--- src/bsfe_pkg.sv ---
`timescale 1ns / 1ps
// ----------------------------------------------------------------------------
// bsfe_pkg
// Shared types, constants and helpers of the byte stream frame extractor.
// ----------------------------------------------------------------------------
package bsfe_pkg;

	localparam logic [11:0] MAX_FRAME   = 12'd2048;
	localparam logic [3:0]  MAX_PATTERN = 4'd8;

	localparam int CMD_DEPTH = 4;
	localparam int CMD_PTR_W = 2;
	localparam int CMD_CNT_W = 3;

	localparam logic [2:0] REG_ENABLE        = 3'd0;
	localparam logic [2:0] REG_FIXED_MODE    = 3'd1;
	localparam logic [2:0] REG_FRAME_LENGTH  = 3'd2;
	localparam logic [2:0] REG_START_PATTERN = 3'd3;
	localparam logic [2:0] REG_START_LENGTH  = 3'd4;
	localparam logic [2:0] REG_END_PATTERN   = 3'd5;
	localparam logic [2:0] REG_END_LENGTH    = 3'd6;

	typedef enum logic {
		CMD_BYTE,
		CMD_START
	} cmd_op_t;

	typedef struct packed {
		cmd_op_t    op;
		logic [7:0] data;
		logic       first;
		logic       last;
		logic       size_cut;
		logic       aborted;
		logic [3:0] count;
	} cmd_t;

	function automatic logic [3:0] pat_len(input logic [3:0] n);
		return (n > MAX_PATTERN) ? MAX_PATTERN : n;
	endfunction

	function automatic logic [63:0] shift_in(input logic [63:0] w, input logic [7:0] b);
		return {b, w[63:8]};
	endfunction

	function automatic logic [3:0] fill_inc(input logic [3:0] f);
		return (f < 4'd8) ? f + 4'd1 : f;
	endfunction

	function automatic logic tail_match(input logic [63:0] w, input logic [63:0] pat,
			input logic [3:0] n);
		logic [63:0] tail;
		logic [63:0] mask;
		tail = w >> (7'd64 - {n[3:0], 3'b000});
		mask = (n >= 4'd8) ? '1 : ((64'd1 << {n[2:0], 3'b000}) - 64'd1);
		return tail == (pat & mask);
	endfunction

endpackage

--- src/bsfe_cmd_fifo.sv ---
`timescale 1ns / 1ps
// ----------------------------------------------------------------------------
// bsfe_cmd_fifo
// Short command queue between the classifier and the result sequencer.
// ----------------------------------------------------------------------------
module bsfe_cmd_fifo (
	input  logic          clk,
	input  logic          arst_n,
	input  logic          wr_en,
	input  bsfe_pkg::cmd_t wr_data,
	output logic          full,
	input  logic          rd_en,
	output bsfe_pkg::cmd_t rd_data,
	output logic          valid
);
	import bsfe_pkg::*;

	cmd_t                 mem_q [CMD_DEPTH];
	logic [CMD_PTR_W-1:0] rd_ptr_q;
	logic [CMD_PTR_W-1:0] wr_ptr_q;
	logic [CMD_CNT_W-1:0] count_q;

	assign full    = (count_q == CMD_CNT_W'(CMD_DEPTH));
	assign valid   = (count_q != '0);
	assign rd_data = mem_q[rd_ptr_q];

	always_ff @(posedge clk) begin
		if (wr_en) begin
			mem_q[wr_ptr_q] <= wr_data;
		end
	end

	always_ff @(posedge clk or negedge arst_n) begin
		if (!arst_n) begin
			rd_ptr_q <= '0;
			wr_ptr_q <= '0;
			count_q  <= '0;
		end else begin
			if (wr_en) begin
				wr_ptr_q <= wr_ptr_q + 1'b1;
			end
			if (rd_en) begin
				rd_ptr_q <= rd_ptr_q + 1'b1;
			end
			case ({wr_en, rd_en})
				2'b10:   count_q <= count_q + 1'b1;
				2'b01:   count_q <= count_q - 1'b1;
				default: count_q <= count_q;
			endcase
		end
	end

	assert property (@(posedge clk) disable iff (!arst_n)
		count_q <= CMD_CNT_W'(CMD_DEPTH))
		else $error("command queue overfilled");
	assert property (@(posedge clk) disable iff (!arst_n)
		(wr_en |-> !full) and (rd_en |-> valid))
		else $error("command queue written full or read empty");

endmodule

--- src/bsfe_front.sv ---
`timescale 1ns / 1ps
// ----------------------------------------------------------------------------
// bsfe_front
// Configuration registers, pattern windows and frame state; turns each
// accepted item into at most one command for the result sequencer.
// ----------------------------------------------------------------------------
module bsfe_front (
	input  logic           clk,
	input  logic           arst_n,
	input  logic           cfg_wr_en,
	input  logic [2:0]     cfg_index,
	input  logic [63:0]    cfg_data,
	input  logic           accept,
	input  logic           kind,
	input  logic [7:0]     data_byte,
	output logic           cmd_push,
	output bsfe_pkg::cmd_t cmd,
	output logic [63:0]    start_pattern
);
	import bsfe_pkg::*;

	logic        enable_q;
	logic        fixed_mode_q;
	logic [11:0] frame_length_q;
	logic [63:0] start_pattern_q;
	logic [3:0]  start_length_q;
	logic [63:0] end_pattern_q;
	logic [3:0]  end_length_q;

	logic [63:0] start_window_q, start_window_d;
	logic [63:0] end_window_q, end_window_d;
	logic        in_frame_q, in_frame_d;
	logic [11:0] frame_count_q, frame_count_d;
	logic [3:0]  hunt_fill_q, hunt_fill_d;

	logic [3:0]  sl, el;
	logic        emit;
	logic        do_fb;
	logic [11:0] fb_count, fb_cnt, fb_limit;
	logic        fb_end;
	logic [63:0] fb_window, sw;
	logic [3:0]  fb_fill, hf;

	assign start_pattern = start_pattern_q;
	assign cmd_push      = accept && emit;

	always_comb begin
		sl             = pat_len(start_length_q);
		el             = pat_len(end_length_q);
		start_window_d = start_window_q;
		end_window_d   = end_window_q;
		in_frame_d     = in_frame_q;
		frame_count_d  = frame_count_q;
		hunt_fill_d    = hunt_fill_q;
		emit           = 1'b0;
		cmd            = '0;
		cmd.op         = CMD_BYTE;
		cmd.data       = data_byte;
		do_fb          = 1'b0;
		fb_count       = frame_count_q;
		fb_limit       = '0;
		fb_end         = 1'b0;
		fb_window      = end_window_q;
		fb_fill        = hunt_fill_q;
		fb_cnt         = '0;
		sw             = shift_in(start_window_q, data_byte);
		hf             = fill_inc(hunt_fill_q);

		if (kind) begin
			emit           = in_frame_q;
			cmd.data       = '0;
			cmd.last       = 1'b1;
			cmd.aborted    = 1'b1;
			start_window_d = '0;
			end_window_d   = '0;
			in_frame_d     = 1'b0;
			frame_count_d  = '0;
			hunt_fill_d    = '0;
		end else if (!enable_q || (fixed_mode_q && frame_length_q == '0) ||
				(!fixed_mode_q && sl == '0 && el == '0)) begin
			emit      = 1'b1;
			cmd.first = 1'b1;
			cmd.last  = 1'b1;
		end else if (fixed_mode_q) begin
			do_fb    = 1'b1;
			fb_limit = frame_length_q;
		end else begin
			do_fb = 1'b1;
			if (!in_frame_q) begin
				if (sl == '0) begin
					fb_count  = '0;
					fb_window = '0;
					fb_fill   = '0;
				end else begin
					do_fb          = 1'b0;
					start_window_d = sw;
					hunt_fill_d    = hf;
					if (hf >= sl && tail_match(sw, start_pattern_q, sl)) begin
						emit           = 1'b1;
						cmd.op         = CMD_START;
						cmd.count      = sl;
						in_frame_d     = 1'b1;
						frame_count_d  = {8'd0, sl};
						start_window_d = '0;
						end_window_d   = '0;
						hunt_fill_d    = '0;
					end
				end
			end
			if (do_fb) begin
				fb_window = shift_in(fb_window, data_byte);
				fb_fill   = fill_inc(fb_fill);
				fb_end    = (el != '0) && (fb_fill >= el) &&
					tail_match(fb_window, end_pattern_q, el);
			end
		end

		if (do_fb) begin
			emit      = 1'b1;
			fb_cnt    = fb_count + 12'd1;
			cmd.first = (fb_count == '0);
			if (fb_end || (fb_limit != '0 && fb_cnt == fb_limit) || fb_cnt >= MAX_FRAME) begin
				cmd.last       = 1'b1;
				cmd.size_cut   = !(fb_end || (fb_limit != '0 && fb_cnt == fb_limit));
				start_window_d = '0;
				end_window_d   = '0;
				in_frame_d     = 1'b0;
				frame_count_d  = '0;
				hunt_fill_d    = '0;
			end else begin
				in_frame_d    = 1'b1;
				frame_count_d = fb_cnt;
				end_window_d  = fb_window;
				hunt_fill_d   = fb_fill;
			end
		end
	end

	always_ff @(posedge clk or negedge arst_n) begin
		if (!arst_n) begin
			enable_q        <= 1'b0;
			fixed_mode_q    <= 1'b0;
			frame_length_q  <= '0;
			start_pattern_q <= '0;
			start_length_q  <= '0;
			end_pattern_q   <= '0;
			end_length_q    <= '0;
		end else if (cfg_wr_en) begin
			unique case (cfg_index)
				REG_ENABLE:        enable_q        <= cfg_data[0];
				REG_FIXED_MODE:    fixed_mode_q    <= cfg_data[0];
				REG_FRAME_LENGTH:  frame_length_q  <= cfg_data[11:0];
				REG_START_PATTERN: start_pattern_q <= cfg_data;
				REG_START_LENGTH:  start_length_q  <= cfg_data[3:0];
				REG_END_PATTERN:   end_pattern_q   <= cfg_data;
				REG_END_LENGTH:    end_length_q    <= cfg_data[3:0];
				default: ;
			endcase
		end
	end

	always_ff @(posedge clk or negedge arst_n) begin
		if (!arst_n) begin
			start_window_q <= '0;
			end_window_q   <= '0;
			in_frame_q     <= 1'b0;
			frame_count_q  <= '0;
			hunt_fill_q    <= '0;
		end else if (accept) begin
			start_window_q <= start_window_d;
			end_window_q   <= end_window_d;
			in_frame_q     <= in_frame_d;
			frame_count_q  <= frame_count_d;
			hunt_fill_q    <= hunt_fill_d;
		end
	end

	assert property (@(posedge clk) disable iff (!arst_n)
		!in_frame_q |-> (frame_count_q == '0))
		else $error("byte count left over outside a frame");
	assert property (@(posedge clk) disable iff (!arst_n)
		frame_count_q < MAX_FRAME)
		else $error("open frame reached the size cap");
	assert property (@(posedge clk) disable iff (!arst_n)
		hunt_fill_q <= 4'd8)
		else $error("window fill beyond eight bytes");

endmodule

--- src/bsfe_back.sv ---
`timescale 1ns / 1ps
// ----------------------------------------------------------------------------
// bsfe_back
// Result sequencer: expands commands into items and holds the item on offer.
// ----------------------------------------------------------------------------
module bsfe_back (
	input  logic           clk,
	input  logic           arst_n,
	input  logic           cmd_valid,
	input  bsfe_pkg::cmd_t cmd,
	output logic           cmd_pop,
	input  logic [63:0]    start_pattern,
	input  logic           pop,
	output logic           empty,
	output logic [7:0]     out_byte,
	output logic           first,
	output logic           last,
	output logic           size_cut,
	output logic           aborted
);
	import bsfe_pkg::*;

	logic       out_valid_q;
	logic [2:0] idx_q;
	logic       load;
	logic       step;
	logic       idx_last;
	logic [7:0] nxt_byte;
	logic       nxt_first;

	assign empty    = !out_valid_q;
	assign load     = !out_valid_q || pop;
	assign step     = load && cmd_valid;
	assign idx_last = ({1'b0, idx_q} + 4'd1) >= cmd.count;
	assign cmd_pop  = step && ((cmd.op == CMD_BYTE) || idx_last);

	always_comb begin
		if (cmd.op == CMD_START) begin
			nxt_byte  = start_pattern[{idx_q, 3'b000} +: 8];
			nxt_first = (idx_q == '0);
		end else begin
			nxt_byte  = cmd.data;
			nxt_first = cmd.first;
		end
	end

	always_ff @(posedge clk) begin
		if (step) begin
			out_byte <= nxt_byte;
			first    <= nxt_first;
			last     <= (cmd.op == CMD_BYTE) && cmd.last;
			size_cut <= (cmd.op == CMD_BYTE) && cmd.size_cut;
			aborted  <= (cmd.op == CMD_BYTE) && cmd.aborted;
		end
	end

	always_ff @(posedge clk or negedge arst_n) begin
		if (!arst_n) begin
			out_valid_q <= 1'b0;
			idx_q       <= '0;
		end else begin
			if (load) begin
				out_valid_q <= cmd_valid;
			end
			if (step && cmd.op == CMD_START) begin
				idx_q <= idx_last ? 3'd0 : idx_q + 3'd1;
			end
		end
	end

	assert property (@(posedge clk) disable iff (!arst_n)
		(idx_q != '0) |-> (cmd_valid && cmd.op == CMD_START))
		else $error("pattern index set without a start command");
	assert property (@(posedge clk) disable iff (!arst_n)
		cmd_pop |=> !empty)
		else $error("command retired without an item");
	assert property (@(posedge clk) disable iff (!arst_n)
		(cmd_valid && cmd.op == CMD_START) |-> (cmd.count != '0))
		else $error("empty start command");

endmodule

--- src/byte_stream_frame_extractor.sv ---
`timescale 1ns / 1ps
// ----------------------------------------------------------------------------
// byte_stream_frame_extractor
// Marks frames in a byte stream by start/end patterns or by fixed length.
//
//   channel   handshake            payload
//   input     push / full          kind, data_byte
//   result    pop / empty          out_byte, first, last, size_cut, aborted
//   config    cfg_wr_en            cfg_index, cfg_data
// One input item per cycle unless full; each is classified in the cycle it
// is accepted. A start match yields up to 8 items, one per cycle from the
// sequencer while results are popped; the 4-entry command queue holds later
// commands, then full stalls input. Each result is registered in the queue,
// then in the sequencer output register. Reset clears config and state.
// ----------------------------------------------------------------------------
module byte_stream_frame_extractor (
	input  logic        clk,
	input  logic        arst_n,
	input  logic        cfg_wr_en,
	input  logic [2:0]  cfg_index,
	input  logic [63:0] cfg_data,
	input  logic        push,
	output logic        full,
	input  logic        kind,
	input  logic [7:0]  data_byte,
	input  logic        pop,
	output logic        empty,
	output logic [7:0]  out_byte,
	output logic        first,
	output logic        last,
	output logic        size_cut,
	output logic        aborted
);
	import bsfe_pkg::*;

	logic        accept;
	logic        cmd_push;
	cmd_t        cmd_in;
	cmd_t        cmd_head;
	logic        cmd_valid;
	logic        cmd_pop;
	logic [63:0] start_pattern;

	assign accept = push && !full;

	bsfe_front u_front (
		.clk           (clk),
		.arst_n        (arst_n),
		.cfg_wr_en     (cfg_wr_en),
		.cfg_index     (cfg_index),
		.cfg_data      (cfg_data),
		.accept        (accept),
		.kind          (kind),
		.data_byte     (data_byte),
		.cmd_push      (cmd_push),
		.cmd           (cmd_in),
		.start_pattern (start_pattern)
	);

	bsfe_cmd_fifo u_cmd_fifo (
		.clk     (clk),
		.arst_n  (arst_n),
		.wr_en   (cmd_push),
		.wr_data (cmd_in),
		.full    (full),
		.rd_en   (cmd_pop),
		.rd_data (cmd_head),
		.valid   (cmd_valid)
	);

	bsfe_back u_back (
		.clk           (clk),
		.arst_n        (arst_n),
		.cmd_valid     (cmd_valid),
		.cmd           (cmd_head),
		.cmd_pop       (cmd_pop),
		.start_pattern (start_pattern),
		.pop           (pop),
		.empty         (empty),
		.out_byte      (out_byte),
		.first         (first),
		.last          (last),
		.size_cut      (size_cut),
		.aborted       (aborted)
	);

endmodule
--- config.mk ---
export PLATFORM = sky130hd
export DESIGN_NAME = byte_stream_frame_extractor
export DESIGN_NICKNAME = d
export VERILOG_FILES = /design/src/bsfe_pkg.sv /design/src/bsfe_cmd_fifo.sv /design/src/bsfe_front.sv /design/src/bsfe_back.sv /design/src/byte_stream_frame_extractor.sv
export SDC_FILE = /design/constraint.sdc
export NUM_CORES = 1
export LEC_CHECK = 0
export BUFFER_PORTS_ARGS = -buffer_cell sky130_fd_sc_hd__buf_4
export CAP_MARGIN = 40
export CORE_MARGIN = 3
export CORE_UTILIZATION = 60
export CTS_BUF_LIST = sky130_fd_sc_hd__clkbuf_4 sky130_fd_sc_hd__clkbuf_8
export CTS_CLUSTER_SIZE = 24
export DETAILED_ROUTE_END_ITERATION = 10
export PLACE_DENSITY = 0.79
export SLEW_MARGIN = 10
export SYNTH_ARGS = -nofsm -noshare
export SYNTH_HDL_FRONTEND = slang
export SYNTH_SLANG_ARGS = --single-unit
--- constraint.sdc ---
create_clock -name clk -period 8.6 [get_ports clk]
set_input_delay 0.86 -clock clk [delete_from_list [all_inputs] [get_ports clk]]
set_output_delay 0.86 -clock clk [all_outputs]
set_load 0.02 [all_outputs]
==> impl_metrics.env <==
export IMPL_status="completed"
export IMPL_core_um2=37000
export IMPL_syn2layout_area_growth_pct=10.4
export IMPL_totalPowerFinal_mw=7.33
export IMPL_final_nets=2241
export IMPL_io_buffers=94
export IMPL_post_route_period_util_pct=85.6
export IMPL_cts_buffer_depth=3
export IMPL_vias=19092
export IMPL_ctsResizeCount=0
export IMPL_drv_cap=0
export IMPL_gp_congestion=1.06
export IMPL_antenna_left=0
export IMPL_synthArstFlopShare_pct=78.4
export IMPL_fin_tns_setup_ns=0
export IMPL_ctsRootBufferMaster="clkbuf_8"
export IMPL_synth_top_area_share_pct=32.0
export IMPL_via_per_inst=7.15
export IMPL_io_pins=95
export IMPL_initial_core_util_pct=61.3
export IMPL_clk_latency_ns=0.68
export IMPL_drv_slew=0
export IMPL_synth_sequential_area_ratio_pct=42.6
export IMPL_startpoint_type="flop"
export IMPL_criticalPathCategory="flop to flop"
export IMPL_min_path_type="input port to asynchronous set/reset pin"
export IMPL_final_cell_mix="290 x dfrtp_1, 171 x mux2_2, 148 x nand2_1"
export IMPL_p_leak_nw=10.4
export IMPL_cp_required_ns=8.90
export IMPL_cts_made_buffers=60
export IMPL_hpwl_mm=57.2
export IMPL_synth_cell_types=96
export IMPL_crit_arrival_ns=7.66
export IMPL_ys_warn_count=0
export IMPL_clk_pin_slew_worst_paths_ns=0.06
export IMPL_avgSynthCellArea_um2=11.0
export IMPL_num_rows=70
export IMPL_layout_setup_ws_ns=1.24
export IMPL_grt_overflow_total=0
export IMPL_setup_viol=0
export IMPL_grt_max_degree=96
export IMPL_synth_edf_count=80
export IMPL_rsz0062_at_grt="no"
export IMPL_dieArea_um2=40200
export IMPL_fin_skew_ns=0.0428
export IMPL_grt_pass1_vias=18332
export IMPL_fill_cells=2776
export IMPL_final_common_cell="dfrtp_1"
export IMPL_grt_usage_pct=38.0
export IMPL_peakVddDrop_v=0.000192
export IMPL_synth_cells=2069
export IMPL_antenna_cells=0
export IMPL_dr_first_iter_drc_count=2562
export IMPL_worst_pin_slew_ns=1.00
export IMPL_htreeDepth=2
export IMPL_fin_crit_ns=7.36
export IMPL_dr_pass1_iters=6
export IMPL_final_hold_viol_count=0
export IMPL_path_max_fanout=29
export IMPL_synth_nets=2189
export IMPL_cp_end_kind="flop"
export IMPL_dieWidth_um=200
export IMPL_postCtsHoldBufs=0
export IMPL_drc_errors=0
export IMPL_post_cts_buffers=0
export IMPL_numClockSinks=370
export IMPL_syn_area_um2=22700
export IMPL_ys_ff_latch=370
export IMPL_final_layout_size_suffix_gt1_share_pct=24.1
export IMPL_ys_flop_type="dfrtp_1"
export IMPL_cts_tree="done"
export IMPL_synth_area_leaders="dfrtp_1 32%, edfxtp_1 11%, mux2_2 8.5%"
export IMPL_die_height_um=200
export IMPL_grt_pass1_wl_mm=117
export IMPL_wl_per_cell_um=29.1
export IMPL_slew_headroom_pct=32.1
export IMPL_pre_cts_ws_ns=1.44
export IMPL_synth_largest_area_cell="dfrtp_1"
export IMPL_clock_fmax_ghz=0.136
export IMPL_antenna_found_initial=0
export IMPL_wl_mm=77.8
export IMPL_powerDensity_nw_per_um2=293
-- critical path, cell delays in order, from the launching register on --
cell and delay (ns):
dfrtp_1 0.81, clkinv_1 0.42, nand2_1 0.27, ha_2 0.69
inv_1 0.53, mux4_2 0.58, mux2i_1 0.21, a211oi_1 0.06
or3_1 0.38, a2111oi_0 0.73, nand4_1 0.21, or4_1 0.70
a21oi_1 0.57, and2_1 0.77
-- worst paths after layout --
check / to / slack [ns] / startpoint / cells past startpoint
worst max-delay path: u_cmd_fifo.mem_q[0][16] / 1.24 / u_front.start_length_q[3] / 13
worst min-delay path: u_front.start_window_q[17] / 0.20 / arst_n / 1
worst max register to register: u_cmd_fifo.mem_q[0][16] / 1.24 / u_front.start_length_q[3] / 13
worst min register to register: u_cmd_fifo.count_q[2] / 0.50 / u_cmd_fifo.count_q[2] / 1
max in group asynchronous: u_front.end_window_q[27] / 6.35 / arst_n / 3
min in group clk: u_back.out_valid_q / 0.39 / pop / 2
-- power breakdown --
group,switching [mW],internal (mW),leakage (nW)
sequential,0.407,2.11,4.45
clock,0.731,0.893,0.684
combinational,1.95,1.24,5.25
total,3.09,4.24,10.4
-- area by class of cell --
cell class	instances	area, µm²	share of cell area (%)
clock buffers	94	1160	4.65
clock inverters	15	126	0.505
inverters	61	229	0.915
multi-input cells	1492	12100	48.4
flip-flops and latches	370	9660	38.6
well taps	504	631	2.52
repair buffers	136	1110	4.43
-- per-layer routing --
metal	wire, µm	GRT usage [%]
met1	30400	51.9
met5	0	0
met3	7150	6.58
met2	35800	59.7
met4	4500	18.5
-- logic make-up after synthesis --
logic type	share of synthesized area, %
AO/OA/AOI/OAI	17.3
flip-flops	42.6
buffers and inverters	4.16
multiplexers	19.2
AND/OR/NAND/NOR	12.3
adder cells (fa/ha/maj)	2.19
XOR/XNOR	2.20
-- flip-flops by register name, summed over array words and instances (netlist names), 2 cells and up --
name,count
u_cmd_fifo.count_q,3
u_front.start_pattern,64
u_front.end_window_q,56
u_front.hunt_fill_q,4
u_cmd_fifo.rd_ptr_q,2
u_cmd_fifo.wr_ptr_q,2
u_front.end_pattern_q,64
u_front.start_window_q,56
u_back.out_byte,8
u_front.frame_length_q,12
u_front.frame_count_q,12
u_back.idx_q,3
u_front.start_length_q,4
u_cmd_fifo.mem_q,68
u_front.end_length_q,4
-- Yosys cell counts, types with 10 or more instances --
library cell and instances:
a32oi_1 10, a211oi_1 28, and3_1 10, o21ai_0 70, dfrtp_1 290, xor2_1 36
mux2_2 171, nand2b_1 13, edfxtp_1 80, a22o_1 124, nand2_1 149, a21oi_1 69
mux2i_1 94, nand4_1 16, nor2_1 102, and3b_1 10, buf_1 10, a22oi_1 14
nor3_1 41, a31oi_1 24, buf_2 38, mux4_2 66, nor4_1 26, o22ai_1 29
nor2b_1 30, ha_1 38, inv_1 57, clkbuf_1 83, nor3b_1 10, o2bb2ai_1 12
a221oi_1 10, nand3_1 52, o211ai_1 11, xnor2_1 21, and2_1 15
-- per-stage QoR --
step	std cells	instance area, µm²	hold WS [ns]	util, %
after floorplan	2069	22700	0.457	-
after global placement	2553	23600	0.481	63.8
after detailed placement	2562	23700	0.486	64.1
after CTS	2671	25000	0.209	67.6
after global routing	2672	25000	0.256	67.7
final	2672	25000	0.197	67.7
(Power assumes the default switching activity.)
